--- src/rtl/plf_pkg.sv ---
// ----------------------------------------------------------------------------
// plf_pkg
// Shared types, register codes, limits and table builders for the power-law
// flow pipeline.
// ----------------------------------------------------------------------------
package plf_pkg;

    // Configuration port geometry: four registers at 8-byte spacing
    localparam int CFG_AW = 5;

    typedef enum logic [1:0] {
        REG_COEFF     = 2'd0,
        REG_EXPONENT  = 2'd1,
        REG_THRESHOLD = 2'd2,
        REG_SLOPE     = 2'd3
    } reg_idx_t;

    localparam logic [31:0] RST_COEFF     = 32'd16777216;
    localparam logic [15:0] RST_EXPONENT  = 16'd21299;
    localparam logic [30:0] RST_THRESHOLD = 31'd66;
    localparam logic [47:0] RST_SLOPE     = 48'h0001_0000_0000;

    localparam logic [15:0] EXP_MIN = 16'd16384;
    localparam logic [15:0] EXP_MAX = 16'd32768;

    localparam logic [47:0] MASK48   = 48'hFFFF_FFFF_FFFF;
    localparam logic [47:0] FLIM_POS = 48'h7FFF_FFFF_FFFF;
    localparam logic [47:0] FLIM_NEG = 48'h8000_0000_0000;

    // Register values seen by the datapath (exponent already clamped)
    typedef struct packed {
        logic [31:0] coeff;
        logic [15:0] expn;
        logic [30:0] thr;
        logic [47:0] slope;
    } cfg_t;

    // Front end to log/exp section
    typedef struct packed {
        logic [31:0] x;
        logic        neg;
        logic [55:0] a;
        logic [51:0] g;
        logic        lin;
        logic        zero;
        logic [4:0]  e;
        logic [30:0] m;
    } front_t;

    // Log/exp section to back end
    typedef struct packed {
        logic        neg;
        logic        lin;
        logic        zero;
        logic [55:0] a;
        logic [47:0] lin_mag;
        logic [47:0] lin_slope;
        logic        lin_sat;
        logic [31:0] m1;
        logic [31:0] m2;
        logic [6:0]  k1;
        logic [6:0]  k2;
    } lx_t;

    // Integer square root, digit by digit
    function automatic logic [63:0] isqrt64(input logic [63:0] n);
        logic [63:0] num;
        logic [63:0] res;
        logic [63:0] bitv;
        num  = n;
        res  = 64'd0;
        bitv = 64'h4000_0000_0000_0000;
        for (int t = 0; t < 32; t++)
        begin
            if (num >= res + bitv)
            begin
                num = num - (res + bitv);
                res = (res >> 1) + bitv;
            end
            else
            begin
                res = res >> 1;
            end
            bitv = bitv >> 2;
        end
        return res;
    endfunction

    // log2(1 + i/2^b) in Q.24 by repeated squaring
    function automatic logic [63:0] lt_entry(input int i, input int b);
        logic [63:0] y;
        logic [63:0] acc;
        if (i == (1 << b))
            return 64'd1 << 24;
        y   = (64'd1 << 30) + (64'(i) << (30 - b));
        acc = 64'd0;
        for (int t = 0; t < 24; t++)
        begin
            y   = (y * y) >> 30;
            acc = acc << 1;
            if (y >= (64'd1 << 31))
            begin
                acc = acc | 64'd1;
                y   = y >> 1;
            end
        end
        return acc;
    endfunction

    // 2^(i/2^b) in Q.30 as a product of repeated square roots of two
    function automatic logic [63:0] et_entry(input int i, input int b);
        logic [63:0] root;
        logic [63:0] v;
        if (i == (1 << b))
            return 64'd1 << 31;
        root = 64'd1 << 31;
        v    = 64'd1 << 30;
        for (int j = 1; j <= b; j++)
        begin
            root = isqrt64(root << 30);
            if (((i >> (b - j)) & 1) != 0)
                v = (v * root) >> 30;
        end
        return v;
    endfunction

endpackage

--- src/rtl/plf_cfg.sv ---
// ----------------------------------------------------------------------------
// plf_cfg
// APB register file for coefficient, exponent, threshold and linear slope.
// ----------------------------------------------------------------------------
module plf_cfg
    import plf_pkg::*;
(
    input  logic              clk,
    input  logic              rst_n,
    input  logic              psel,
    input  logic              penable,
    input  logic              pwrite,
    input  logic [CFG_AW-1:0] paddr,
    input  logic [63:0]       pwdata,
    output logic [63:0]       prdata,
    output logic              pready,
    output cfg_t              cfg
);

    logic [31:0] coeff_reg;
    logic [15:0] expn_reg;
    logic [30:0] thr_reg;
    logic [47:0] slope_reg;
    reg_idx_t    idx;
    logic        wr_en;

    assign idx    = reg_idx_t'(paddr[4:3]);
    assign wr_en  = psel && penable && pwrite;
    assign pready = 1'b1;

    // Write registers on the access phase
    always_ff @(posedge clk or negedge rst_n)
    begin
        if (!rst_n)
        begin
            coeff_reg <= RST_COEFF;
            expn_reg  <= RST_EXPONENT;
            thr_reg   <= RST_THRESHOLD;
            slope_reg <= RST_SLOPE;
        end
        else if (wr_en)
        begin
            case (idx)
                REG_COEFF:     coeff_reg <= pwdata[31:0];
                REG_EXPONENT:  expn_reg  <= pwdata[15:0];
                REG_THRESHOLD: thr_reg   <= pwdata[30:0];
                REG_SLOPE:     slope_reg <= pwdata[47:0];
                default:       coeff_reg <= coeff_reg;
            endcase
        end
    end

    // Read back
    always_comb
    begin
        case (idx)
            REG_COEFF:     prdata = {32'd0, coeff_reg};
            REG_EXPONENT:  prdata = {48'd0, expn_reg};
            REG_THRESHOLD: prdata = {33'd0, thr_reg};
            REG_SLOPE:     prdata = {16'd0, slope_reg};
            default:       prdata = 64'd0;
        endcase
    end

    // Clamp the exponent into its legal range
    always_comb
    begin
        cfg.coeff = coeff_reg;
        cfg.thr   = thr_reg;
        cfg.slope = slope_reg;
        if (expn_reg < EXP_MIN)
            cfg.expn = EXP_MIN;
        else if (expn_reg > EXP_MAX)
            cfg.expn = EXP_MAX;
        else
            cfg.expn = expn_reg;
    end

endmodule

--- config.mk ---
export PLATFORM = sky130hd
export DESIGN_NAME = plf_cfg
export DESIGN_NICKNAME = d
export VERILOG_FILES = /design/src/rtl/plf_pkg.sv /design/src/rtl/plf_cfg.sv
export SDC_FILE = /design/constraint.sdc
export NUM_CORES = 1
export LEC_CHECK = 0
export ABC_AREA = 1
export BUFFER_PORTS_ARGS = -buffer_cell sky130_fd_sc_hd__buf_2
export CAP_MARGIN = 5
export CORE_AREA = 2 2 143 145
export CTS_CLUSTER_DIAMETER = 120
export CTS_CLUSTER_SIZE = 40
export DETAILED_ROUTE_END_ITERATION = 8
export DIE_AREA = 0 0 145 147
export PLACE_DENSITY = 0.65
export SLEW_MARGIN = 10
export SYNTH_ARGS = -nofsm -noshare
export SYNTH_HDL_FRONTEND = slang
export SYNTH_SLANG_ARGS = --single-unit
--- constraint.sdc ---
create_clock -name clk -period 1.6 [get_ports clk]
set_input_delay 0.24 -clock clk [delete_from_list [all_inputs] [get_ports clk]]
set_output_delay 0.24 -clock clk [all_outputs]
set_load 0.02 [all_outputs]
# Yosys cells after proc, flatten, opt, wreduce, memory -nomap -nowiden
# Index checks and enable logic that the tools add are counted.
[totals]
ff_bits = 127
in_bits = 74
out_inout_bits = 192
wordCells = 19
[op_classes]
n_lt_le_gt_ge = 2
eq_ne = 3
mux = 3
reduce_logical = 7
[op_table]
columns = ["op", "n"]
rows = [
  ["$pmux W64 S4", 1],
  ["$mux W16", 2],
  ["$gt A16 B16 Y1 const B", 1],
  ["$lt A16 B15 Y1 const B", 1],
  ["$reduce_and A2 Y1", 4],
  ["$eq A2 B2 Y1 const B", 2],
  ["$eq A2 B1 Y1 const B", 1],
  ["$logic_and A1 B1 Y1", 2],
  ["$logic_not A2 Y1", 1],
]

# Longest topological paths before layout
# Gate-level depths: netlist of run 1.
[logic_depth]
word_depth = 3
ltp_mapped = 8
mapped_depth_nobuf = 6

# Worst setup path after synthesis of run 1
# Ideal clock, no wire load.
[synth_timing]
kind = "flip-flop to output port"
startpoint = "register expn_reg[15]"
endpoint = "output cfg[83] in the netlist's numbering"
t_arrival_ps = 1400
required_ps = 1360
slack_ps = -40
stages_incl_launch_ff = 9
n_path_buf = 2
cell_sequence = "dfrtp_1 > buf_4 > inv_1 > nor2_1 > nand2_1 > nor2_1 > nand2_1 > buf_2 > a21oi_1"
[synth_lines]
columns = ["element", "line_no", "source"]
rows = [
  ["start: declaration", "plf_cfg.sv:21", "logic [15:0] expn_reg;"],
  ["start signal: assignment", "plf_cfg.sv:45", "REG_EXPONENT: expn_reg <= pwdata[15:0];"],
  ["end: declaration", "plf_cfg.sv:17", "output cfg_t cfg"],
]

==> implementation parameters, run 1 <==
Parameter                              Value

Outcome
  Outcome    finished, violations left
  Violations in the final reports    setup timing

Clocking
  Clock latency at the later pin of the worst-skew pair    0.41 ns
  Number of H-tree branching levels    4
  Number of buffers inserted during clock tree synthesis    17
  Clock Sink Count    127
  TritonCTS clock tree    built
  Reg clk slew, reported paths    0.06 ns
  Maximum clock path buffer count    2
  Buffer type at the clock tree root    sky130_fd_sc_hd__clkbuf_16

Timing
  Total negative slack for setup checks    -3.43 ns
  Highest achievable clock rate    538 MHz
  Clock skew    0 ns
  Count of endpoints failing hold in the final timing report    0
  Count of endpoints failing setup in the final report    17
  Setup repair after global routing missed its margin    yes
  Fin. max-slew vios    0
  Final Worst Setup Slack    -0.260 ns
  Post-route clock period utilization    116%
  Smallest hold slack    0.0377 ns
  Final min period    1.86 ns

GRT
  Number of global-route vias before repair    5444
  Maximum number of pins on one net before global-route repair    81
  Overflow left after global routing    0
  Total GRT Usage    17.5%
  Number of antenna violations at the first check in global routing    0
  First-pass GRT wire length    29.3 mm

Setup path
  Critical path type    reg -> out
  Crit start category    flip-flop
  Largest driver fanout on the critical path    4
  Crit. End Element    output pin
  Data arrival time at the worst-slack endpoint    1.62 ns
  Data required time at the worst endpoint    1.36 ns

Die
  Y dimension of the die    147 µm
  Die area    21300 µm²
  Starting utilization of the core area    29.5%
  Std cell rows    52
  Die outline width    145 µm
  Core region area    19800 µm²
  Top-level I/O count    266

Synth
  Synthesized netlist cell count    708
  Adder-cell area share of the yosys netlist    0%
  Post-Syn Area    5850 µm²
  Register bit total from synthesis    127
  Sequential element share of the synthesized area    54.5%
  Number of warning messages in the yosys log    0
  Multiplexer share of the synthesized area    0%
  Number of distinct library cells after synthesis    23
  Avg Synthesized Cell Area    8.27 µm²
  Compound-cell area share of the yosys netlist    15.4%
  Main combinational cell family by area after synthesis    simple AND/OR/NAND/NOR gates
  Xor-xnor portion of the synthesized cell area    0%
  Simple-gate portion of the synthesized area    18.6%

Cells and area
  Area delta synth->final    46.6%
  Number of nets in the final layout    1031
  Antenna cell count    0
  Max FFs per register    48
  Number of standard cells in the layout, taps in and fillers out    1240
  Share of layout cells above drive strength 1    37.7%

Power
  Clock network fraction of design power    32.8%
  Gate power share    32.2%
  Proportion of total power due to net switching    35.8%
  Cell internal power dissipation    8240 µW
  Net switching power    4600 µW
  Peak VDD IR    0.704 mV
  Leak pwr    0.00436 µW
  Overall power of the completed layout    12800 µW
  Ratio of total power to cell area    1490 nW/µm²
  Share of total power in sequential cells    34.9%

Routing
  DRC marker count from the first detailed-route iteration    274
  Via-per-instance ratio    4.54
  Iteration count of the initial detailed-routing pass    4
  Post-route DRC    0
  DR WL/cell    15.1 µm
  Total vias in the final route    5633
  Overall routed net length    18.8 mm
  Count of nets left with antenna violations after detail routing    0

Placed design
  Last weighted congestion value of the routability-driven placer    0.804
  Port Buf Inserts    229
  HPWL reported at the end of detailed placement    13.1 mm
  Placed cell count    1198
  Post-placement setup slack    0.0602 ns

Run
  Number of maximum-capacitance violations    0

Min path
  Class of the tightest hold or removal check    in -> reg
## cells by family after synthesis
family | count (synthesis)
compound gates | 157
buf+inv | 144
flops | 127
other cells | 2
simple gates | 278
## critical path, cell delays in order, from the launching register on
cell                      delay [ns]
sky130_fd_sc_hd__dfrtp_1        0.41
sky130_fd_sc_hd__nor2_1         0.11
sky130_fd_sc_hd__nand2_1        0.07
sky130_fd_sc_hd__nor2_2         0.09
sky130_fd_sc_hd__nand2_2        0.09
sky130_fd_sc_hd__buf_6          0.15
sky130_fd_sc_hd__a21oi_2        0.13
sky130_fd_sc_hd__buf_4          0.16
## layout by cell type (no fill, tap or decap), types with 2 or more instances in the layout
cell type                      n
sky130_fd_sc_hd__a21oi_1      19
sky130_fd_sc_hd__a21oi_2       7
sky130_fd_sc_hd__a21oi_4       4
sky130_fd_sc_hd__buf_12       11
sky130_fd_sc_hd__buf_2       201
sky130_fd_sc_hd__buf_4        38
sky130_fd_sc_hd__buf_6        24
sky130_fd_sc_hd__bufinv_16     4
sky130_fd_sc_hd__clkbuf_16    17
sky130_fd_sc_hd__clkbuf_8      3
sky130_fd_sc_hd__clkinv_2      2
sky130_fd_sc_hd__clkinvlp_4    2
sky130_fd_sc_hd__conb_1       17
sky130_fd_sc_hd__dfrtp_1     115
sky130_fd_sc_hd__dfstp_2      12
sky130_fd_sc_hd__inv_1        82
sky130_fd_sc_hd__inv_6         3
sky130_fd_sc_hd__nand2_1     202
sky130_fd_sc_hd__nand2_2      10
sky130_fd_sc_hd__nand2_4       2
sky130_fd_sc_hd__nand3_1      16
sky130_fd_sc_hd__nor2_1       36
sky130_fd_sc_hd__nor2_2        6
sky130_fd_sc_hd__nor2_4        4
sky130_fd_sc_hd__o2111ai_1     5
sky130_fd_sc_hd__o2111ai_2     9
sky130_fd_sc_hd__o2111ai_4     2
sky130_fd_sc_hd__o21ai_0      76
sky130_fd_sc_hd__o21ai_1      20
sky130_fd_sc_hd__o221ai_1     15
## synthesized netlist by cell type
| cell | n | share of area, % |
|---|---|---|
| sky130_fd_sc_hd__inv_1 | 82 | 5.3 |
| sky130_fd_sc_hd__nand2_2 | 1 | 0.11 |
| sky130_fd_sc_hd__o2111ai_1 | 16 | 2.4 |
| sky130_fd_sc_hd__nor2_4 | 1 | 0.19 |
| sky130_fd_sc_hd__nand3_2 | 1 | 0.17 |
| sky130_fd_sc_hd__dfrtp_1 | 115 | 49 |
| sky130_fd_sc_hd__or2_2 | 1 | 0.11 |
| sky130_fd_sc_hd__dfstp_2 | 12 | 5.4 |
| sky130_fd_sc_hd__inv_2 | 1 | 0.064 |
| sky130_fd_sc_hd__nor2_2 | 2 | 0.21 |
| sky130_fd_sc_hd__buf_4 | 19 | 2.4 |
| sky130_fd_sc_hd__buf_1 | 3 | 0.19 |
| sky130_fd_sc_hd__nor2_1 | 43 | 2.8 |
| sky130_fd_sc_hd__o221ai_1 | 15 | 2.2 |
| sky130_fd_sc_hd__o21ai_0 | 76 | 6.5 |
| sky130_fd_sc_hd__nand3_1 | 16 | 1.4 |
| sky130_fd_sc_hd__o21ai_1 | 20 | 1.7 |
| sky130_fd_sc_hd__a21oi_1 | 30 | 2.6 |
| sky130_fd_sc_hd__clkbuf_1 | 17 | 1.1 |
| sky130_fd_sc_hd__nand2_1 | 213 | 14 |
| sky130_fd_sc_hd__buf_6 | 4 | 0.77 |
| sky130_fd_sc_hd__conb_1 | 2 | 0.13 |
| sky130_fd_sc_hd__buf_2 | 18 | 1.5 |
## layout make-up
cell class | count | area (µm²)
Fill cell | 1973 | 11300
Sequential cell | 127 | 3190
Multi-Input combinational cell | 452 | 2290
Timing Repair Buffer | 276 | 1810
Clock buffer | 20 | 467
Tap cell | 270 | 338
Inverter | 83 | 312
Clock inverter | 12 | 180
## per-layer routing
layer | vias to the layer above | part of all wire, % | global-route usage [%] | wire length, µm
li1 | 2730 | - | - | -
met1 | 2677 | 44 | 22.5 | 8260
met2 | 191 | 48 | 28.1 | 8980
met3 | 35 | 5.8 | 4.84 | 1090
met4 | 0 | 2.3 | 6.98 | 437
met5 | - | 0 | 0 | 0
## stage by stage
stage	cell area (µm²)	utilization, %
5_1_grt	8580	43.3
2_1_floorplan	5910	-
4_1_cts	8340	42.0
6_report	8580	43.3
3_3_place_gp	7470	37.6
3_5_place_dp	7470	37.6
## path summary, 6_finish.rpt
path	slack [ns]	end	depth (start not counted)	start
worst max register to register	0.65	expn_reg[1]	4	expn_reg[1]
worst max-delay path	-0.26	cfg[91]	7	expn_reg[13]
max in group asynchronous	0.69	expn_reg[12]	3	rst_n
worst min-delay path	0.04	slope_reg[45]	3	pwdata[45]
worst min register to register	0.47	coeff_reg[24]	2	coeff_reg[24]
min in group asynchronous	0.30	coeff_reg[13]	2	rst_n
## timing repair
item                                    in CTS  in global routing
endpoints found under the hold margin       24                  0
cloned                                       0                  1
buffers inserted                             5                  6
hold buffers                                 1                  0
pin swaps                                    3                 12
resized for setup                           51                 56
endpoints found under the setup margin      18                 27
## power by group through the flow
stage                     registers, µW  clock network (µW)  logic (µW)
after CTS                          4490                4340        3970
after global placement             4500                   0        3700
final                              4480                4210        4130
after global routing               4580                4490        4480
after floorplan                    5290                   0        1440
after detailed placement           4520                   0        3760
Note: power is estimated with default switching activity, not from simulation.
==> inputs of run 2 (changes only) <==
--- a/config.mk
+++ b/config.mk
@@ -14,6 +14,7 @@
 export DETAILED_ROUTE_END_ITERATION = 8
 export DIE_AREA = 0 0 145 147
 export PLACE_DENSITY = 0.65
+export SETUP_SLACK_MARGIN = 0.5
 export SLEW_MARGIN = 10
 export SYNTH_ARGS = -nofsm -noshare
 export SYNTH_HDL_FRONTEND = slang
==> run 2 against run 1 <==
The flow still finishes with violations (setup timing); fmax shrank 3.1%; core utilization increased by 15 points; final cell count grew 7.2%; flip-flop and latch count stayed put; via count rose by 14%; sequential power grew 6.9%; highest routed layer unchanged.
==> implementation parameters, run 2 (same netlist as run 1, synthesis figures left out) <==
Parameter                              Value

Clocking
  Clock Sink Count    127
  Clock latency at the later pin of the worst-skew pair    0.41 ns
  Number of buffers inserted during clock tree synthesis    17
  TritonCTS clock tree    built
  Reg clk slew, reported paths    0.05 ns
  Number of H-tree branching levels    4
  Buffer type at the clock tree root    sky130_fd_sc_hd__clkbuf_16
  Maximum clock path buffer count    2

GRT
  Most crowded layer after global routing    met2
  Total GRT Usage    20.5%
  Met1 track demand over resource    25.9%
  Overflow left after global routing    0
  Number of antenna violations at the first check in global routing    1
  First-pass GRT wire length    34.0 mm
  Number of global-route vias before repair    6210
  Routing usage on met3    5.22%
  Met2 routing resource usage after global routing    33.7%
  Maximum number of pins on one net before global-route repair    71

Placed design
  HPWL reported at the end of detailed placement    13.9 mm
  Last weighted congestion value of the routability-driven placer    0.813
  Port Buf Inserts    229
  Placed cell count    1202

Cells and area
  Max FFs per register    48
  Number of standard cells in the layout, taps in and fillers out    1329
  Share of layout cells above drive strength 1    58.6%
  Core Util, Final    58.4%
  Most used cells in the layout excluding fill and tap cells    sky130_fd_sc_hd__buf_6 (235), sky130_fd_sc_hd__nand2_1 (166), sky130_fd_sc_hd__dfrtp_1 (102)
  Number of nets in the final layout    1119
  Area delta synth->final    97.9%
  Commonest non-fill, non-tap cell in the layout    sky130_fd_sc_hd__buf_6

Routing
  Count of nets left with antenna violations after detail routing    0
  Post-route DRC    0
  Total vias in the final route    6419
  Via-per-instance ratio    4.83
  Overall routed net length    24.9 mm
  Iteration count of the initial detailed-routing pass    4
  DRC marker count from the first detailed-route iteration    286
  DR WL/cell    18.8 µm

Power
  Gate power share    44.5%
  Net switching power    5540 µW
  Proportion of total power due to net switching    36.2%
  Ratio of total power to cell area    1320 nW/µm²
  Clock network fraction of design power    24.2%
  Leak pwr    0.00552 µW
  Peak VDD IR    0.622 mV
  Share of total power in sequential cells    31.3%
  Cell internal power dissipation    9770 µW

Timing
  Clock skew    0 ns
  Smallest hold slack    0.0463 ns
  Fin. max-slew vios    0
  Setup repair after global routing missed its margin    yes
  Final min period    1.92 ns
  Highest achievable clock rate    521 MHz
  Count of endpoints failing setup in the final report    18
  Final Worst Setup Slack    -0.319 ns
  Count of endpoints failing hold in the final timing report    0
  Post-route clock period utilization    120%

Min path
  Class of the tightest hold or removal check    in -> reg
  Min-Delay Path Depth    3
  Worst hold start    pwdata[42]
  Worst-case hold path end point    slope_reg[42]

Setup path
  Crit. End Element    output pin
  Crit-path leading delay family    buffers and inverters
  Largest stage delay, worst path    0.44 ns
  CP Cell Sequence    buf_4 -> buf_6 -> bufbuf_16 -> a21oi_4 -> buf_6
  Crit start category    flip-flop
  Dominant cell type by count on the critical path    sky130_fd_sc_hd__buf_6
  Minimum setup slack among reg-to-reg paths    0.41 ns
  Buffering stage count on the worst path with inverters included    4
  Data required time at the worst endpoint    1.36 ns
  Largest driver fanout on the critical path    7
  Data arrival time at the worst-slack endpoint    1.68 ns
  Worst r2r src    expn_reg[15]
  Path depth of the worst reg2reg path    6
  Critical path type    reg -> out
  R2r endpoint    expn_reg[15]
  Critical path's slowest cell    sky130_fd_sc_hd__dfrtp_2

Die
  Top-level I/O count    266
  Die outline width    145 µm
  Y dimension of the die    147 µm
  Starting utilization of the core area    29.5%
  Die area    21300 µm²
  Std cell rows    52
  Core region area    19800 µm²

Outcome
  Violations in the final reports    setup timing
  Outcome    finished, violations left

Run
  Number of maximum-capacitance violations    0
[run 2: metal layers]
metal  share of wire [%]  wire, µm
met2                  49     12300
met4                 3.4       856
met5                   0         0
met1                  41     10300
met3                 6.1      1520
[run 2: worst max path at each step]
stage	slack (ns)	endpoint	cells past startpoint	startpoint
floorplan	0.15	cfg[83]	8	expn_reg[15]
global placement	0.05	prdata[15]	7	paddr[3]
detailed placement	0.01	prdata[9]	7	paddr[3]
CTS	-0.35	cfg[83]	7	expn_reg[2]
global route	-0.41	cfg[91]	7	expn_reg[4]
finish	-0.32	cfg[91]	5	expn_reg[15]
[run 2: final cells by class]
class | instances | area, µm²
diodes | 1 | 2.50
clock buffers | 26 | 499
clock inverters | 6 | 60.1
fillers | 1561 | 8260
inverters | 83 | 323
multi-input cells | 452 | 3170
flip-flops and latches | 127 | 3210
well taps | 270 | 338
repair buffers | 364 | 3980
[run 2: worst register-to-register path, cell delays in order (launching register included)]
cell and delay (ns):
sky130_fd_sc_hd__dfrtp_2 0.44, sky130_fd_sc_hd__buf_4 0.15, sky130_fd_sc_hd__buf_6 0.11, sky130_fd_sc_hd__buf_12 0.14
sky130_fd_sc_hd__buf_6 0.12, sky130_fd_sc_hd__nand2_2 0.06, sky130_fd_sc_hd__o21ai_2 0.05
[run 2: power groups by stage]
| stage | clock, µW | combinational, µW | sequential (µW) |
|---|---|---|---|
| after global routing | 3890 | 7190 | 4870 |
| final | 3700 | 6810 | 4790 |
| after detailed placement | 0 | 4260 | 4540 |
| after global placement | 0 | 4200 | 4530 |
| after CTS | 3770 | 5840 | 4680 |
| after floorplan | 0 | 1900 | 5320 |
[run 2: timing repair]
item                                    CTS  global route
hold buffers                              1             0
endpoints found under the hold margin    28             0
buffers inserted                         34            47
gates cloned                              4             8
pin swaps                                50            40
endpoints found under the setup margin  176           226
gates resized for setup                 428           202
[run 2: per-stage QoR]
| step | TNS [ns] | setup WS [ns] | cell area, µm² | power (µW) |
|---|---|---|---|---|
| after floorplan | 0 | 0.152 | 6630 | 7220 |
| after global placement | 0 | 0.0460 | 8190 | 8730 |
| after detailed placement | 0 | 0.0104 | 8190 | 8800 |
| after CTS | -4.66 | -0.345 | 10400 | 14300 |
| after global routing | -6.07 | -0.406 | 11600 | 15900 |
| final | -4.45 | -0.319 | 11600 | 15300 |
==> inputs of run 3 (changes only) <==
--- a/config.mk
+++ b/config.mk
@@ -6,7 +6,7 @@
 export NUM_CORES = 1
 export LEC_CHECK = 0
 export ABC_AREA = 1
-export BUFFER_PORTS_ARGS = -buffer_cell sky130_fd_sc_hd__buf_2
+export BUFFER_PORTS_ARGS = -buffer_cell sky130_fd_sc_hd__buf_4
 export CAP_MARGIN = 5
 export CORE_AREA = 2 2 143 145
 export CTS_CLUSTER_DIAMETER = 120
@@ -14,6 +14,7 @@
 export DETAILED_ROUTE_END_ITERATION = 8
 export DIE_AREA = 0 0 145 147
 export PLACE_DENSITY = 0.65
+export RECOVER_POWER = 25
 export SETUP_SLACK_MARGIN = 0.5
 export SLEW_MARGIN = 10
 export SYNTH_ARGS = -nofsm -noshare
==> run 3 against run 2 <==
Combinational power is 7.5% lower; the run still ends with setup timing left; final cell count shrank 2.0%; routed wire length shrank 14%; setup slack better by 0.020 ns; register-to-register slack improved by 0.09 ns; flip-flop and latch count stayed put; clock skew unchanged; sequential power fell by 2%; sequential share of layout area rose by 2.1 points; clock-buffer cell count grew 1; clock power is essentially flat; core utilization down 4.4 points.
==> implementation parameters, run 3 (same netlist as run 1, synthesis figures left out) <==
Parameter                              Value

Power
  Leak pwr    0.00509 µW
  Peak VDD IR    0.670 mV
  Ratio of total power to cell area    1370 nW/µm²

Placed design
  Port Buf Inserts    229
  Last weighted congestion value of the routability-driven placer    0.801
  Placed cell count    1200
  Post-placement setup slack    0.0541 ns
  Placed Instance Area    8720 µm²
  HPWL reported at the end of detailed placement    14.2 mm

Timing
  Setup repair after global routing missed its margin    yes
  Smallest hold slack    0.0423 ns
  Post-route clock period utilization    119%
  Fin. max-slew vios    0
  Highest achievable clock rate    527 MHz
  Count of endpoints failing hold in the final timing report    0
  Final min period    1.90 ns
  Count of endpoints failing setup in the final report    43
  Final Worst Setup Slack    -0.299 ns
  Clock skew    0 ns
  Least-Margin Pin Slew    1.16 ns
  Remaining max-slew budget at the tightest pin    23.0%

GRT
  Number of antenna violations at the first check in global routing    0
  Total GRT Usage    19.8%
  Number of global-route vias before repair    5865
  Overflow left after global routing    0
  First-pass GRT wire length    32.9 mm
  Maximum number of pins on one net before global-route repair    59

Cells and area
  Share of layout cells above drive strength 1    51.5%
  Total of fill cells in the finished design    1766
  Core Util, Final    54.0%
  Max FFs per register    48
  Final standard cell area without fillers    10700 µm²
  Commonest non-fill, non-tap cell in the layout    sky130_fd_sc_hd__buf_6
  Footprint of the flip-flops and latches    3200 µm²
  Area delta synth->final    83.1%
  Antenna cell count    0
  Most used cells in the layout excluding fill and tap cells    sky130_fd_sc_hd__buf_6 (223), sky130_fd_sc_hd__nand2_1 (178), sky130_fd_sc_hd__dfrtp_1 (111)
  Number of standard cells in the layout, taps in and fillers out    1303
  Footprint of the multi-input gates    2820 µm²
  Number of nets in the final layout    1094

Min path
  Min-Delay Path Depth    3
  Worst hold start    pwdata[34]
  Worst-case hold path end point    slope_reg[34]
  Class of the tightest hold or removal check    in -> reg

Clocking
  Number of buffers inserted during clock tree synthesis    17
  Maximum clock path buffer count    2
  Reg clk slew, reported paths    0.06 ns
  Number of H-tree branching levels    4
  Clock Sink Count    127
  Buffer type at the clock tree root    sky130_fd_sc_hd__clkbuf_16
  Clock latency at the later pin of the worst-skew pair    0.41 ns
  TritonCTS clock tree    built

Setup path
  CP Cell Sequence    nor2_2 -> nand2_1 -> nor2_1 -> nand2_2 -> buf_12 -> a21oi_4 -> buf_6
  Crit. End Element    output pin
  Path depth of the worst reg2reg path    6
  Crit start category    flip-flop
  Largest driver fanout on the critical path    10
  R2r endpoint    coeff_reg[24]
  Critical path type    reg -> out
  Critical path's slowest cell    sky130_fd_sc_hd__dfrtp_1
  Data arrival time at the worst-slack endpoint    1.66 ns
  Data required time at the worst endpoint    1.36 ns
  Minimum setup slack among reg-to-reg paths    0.50 ns
  Largest stage delay, worst path    0.39 ns
  Worst r2r src    coeff_reg[24]

Die
  Std cell rows    52
  Starting utilization of the core area    29.5%
  Core region area    19800 µm²
  Top-level I/O count    266
  Die area    21300 µm²
  Y dimension of the die    147 µm
  Die outline width    145 µm

Routing
  Via-per-instance ratio    4.61
  Total vias in the final route    6008
  Post-route DRC    0
  DR WL/cell    16.5 µm
  Overall routed net length    21.5 mm
  Count of nets left with antenna violations after detail routing    0
  DRC marker count from the first detailed-route iteration    277
  Iteration count of the initial detailed-routing pass    4

Outcome
  Outcome    finished, violations left
  Violations in the final reports    setup timing

Run
  Number of maximum-capacitance violations    0
==> run 3: cell count changes in the layout (fill, tap and decap cells not counted), moves of 14 or more <==
cell,delta
sky130_fd_sc_hd__nor2_1,+19
sky130_fd_sc_hd__nand2_4,-16
sky130_fd_sc_hd__buf_12,-14
sky130_fd_sc_hd__o21ai_0,+18
sky130_fd_sc_hd__nor2_4,-26
sky130_fd_sc_hd__buf_2,-49
sky130_fd_sc_hd__buf_4,+53
==> run 3: worst max path at each step <==
stage,startpoint,end,cells after the start
global placement,expn_reg[15],cfg[83],8
global route,expn_reg[7],cfg[83],7
CTS,expn_reg[2],cfg[83],7
floorplan,expn_reg[15],cfg[83],8
detailed placement,expn_reg[15],cfg[83],8
finish,expn_reg[2],cfg[83],7
==> run 3: area by class of cell <==
cell class                 instances  share of cell area, %
inverter                          83                   2.99
tap                              270                   3.15
clock buffer                      27                   4.78
clock inverter                     5                  0.490
timing repair buffer             338                   32.5
sequential                       127                   29.8
multi-input combinational        453                   26.3
==> run 3: per-layer routing <==
layer | vias to the layer above | wire (µm) | track usage [%]
li1 | 2886 | - | -
met1 | 2926 | 9260 | 25.1
met2 | 176 | 10700 | 33.2
met3 | 20 | 1280 | 5.37
met4 | 0 | 312 | 6.04
met5 | - | 0 | 0
==> run 3: through the flow <==
| step | power (µW) | setup TNS [ns] |
|---|---|---|
| after floorplan | 7220 | 0 |
| after global placement | 9330 | 0 |
| after detailed placement | 9390 | 0 |
| after CTS | 14400 | -4.19 |
| after global routing | 15400 | -16.43 |
| final | 14700 | -9.31 |
==> run 3: worst max-delay path: cells and delay by family, from the launching register on <==
family | cells | cell delay, ns
AOI/OAI and AO/OA | 1 | 0.15
DFF | 1 | 0.39
buffers and inverters | 2 | 0.30
and+or+nand+nor | 4 | 0.41
==> run 3: repair_timing <==
action / 4_1_cts / 5_1_grt
setup buffers: 33 / 35
endpoints found under the setup margin: 175 / 181
endpoints found under the hold margin: 32 / 0
hold buffers: 1 / 0
resized for setup: 264 / 48
pin swaps: 39 / 23
gates cloned: 2 / 0
==> run 3: power by group <==
part / switching (µW) / internal, µW / total (µW)
clock: 1380 / 2340 / 3720
sequential: 705 / 4000 / 4710
combinational: 3120 / 3170 / 6300
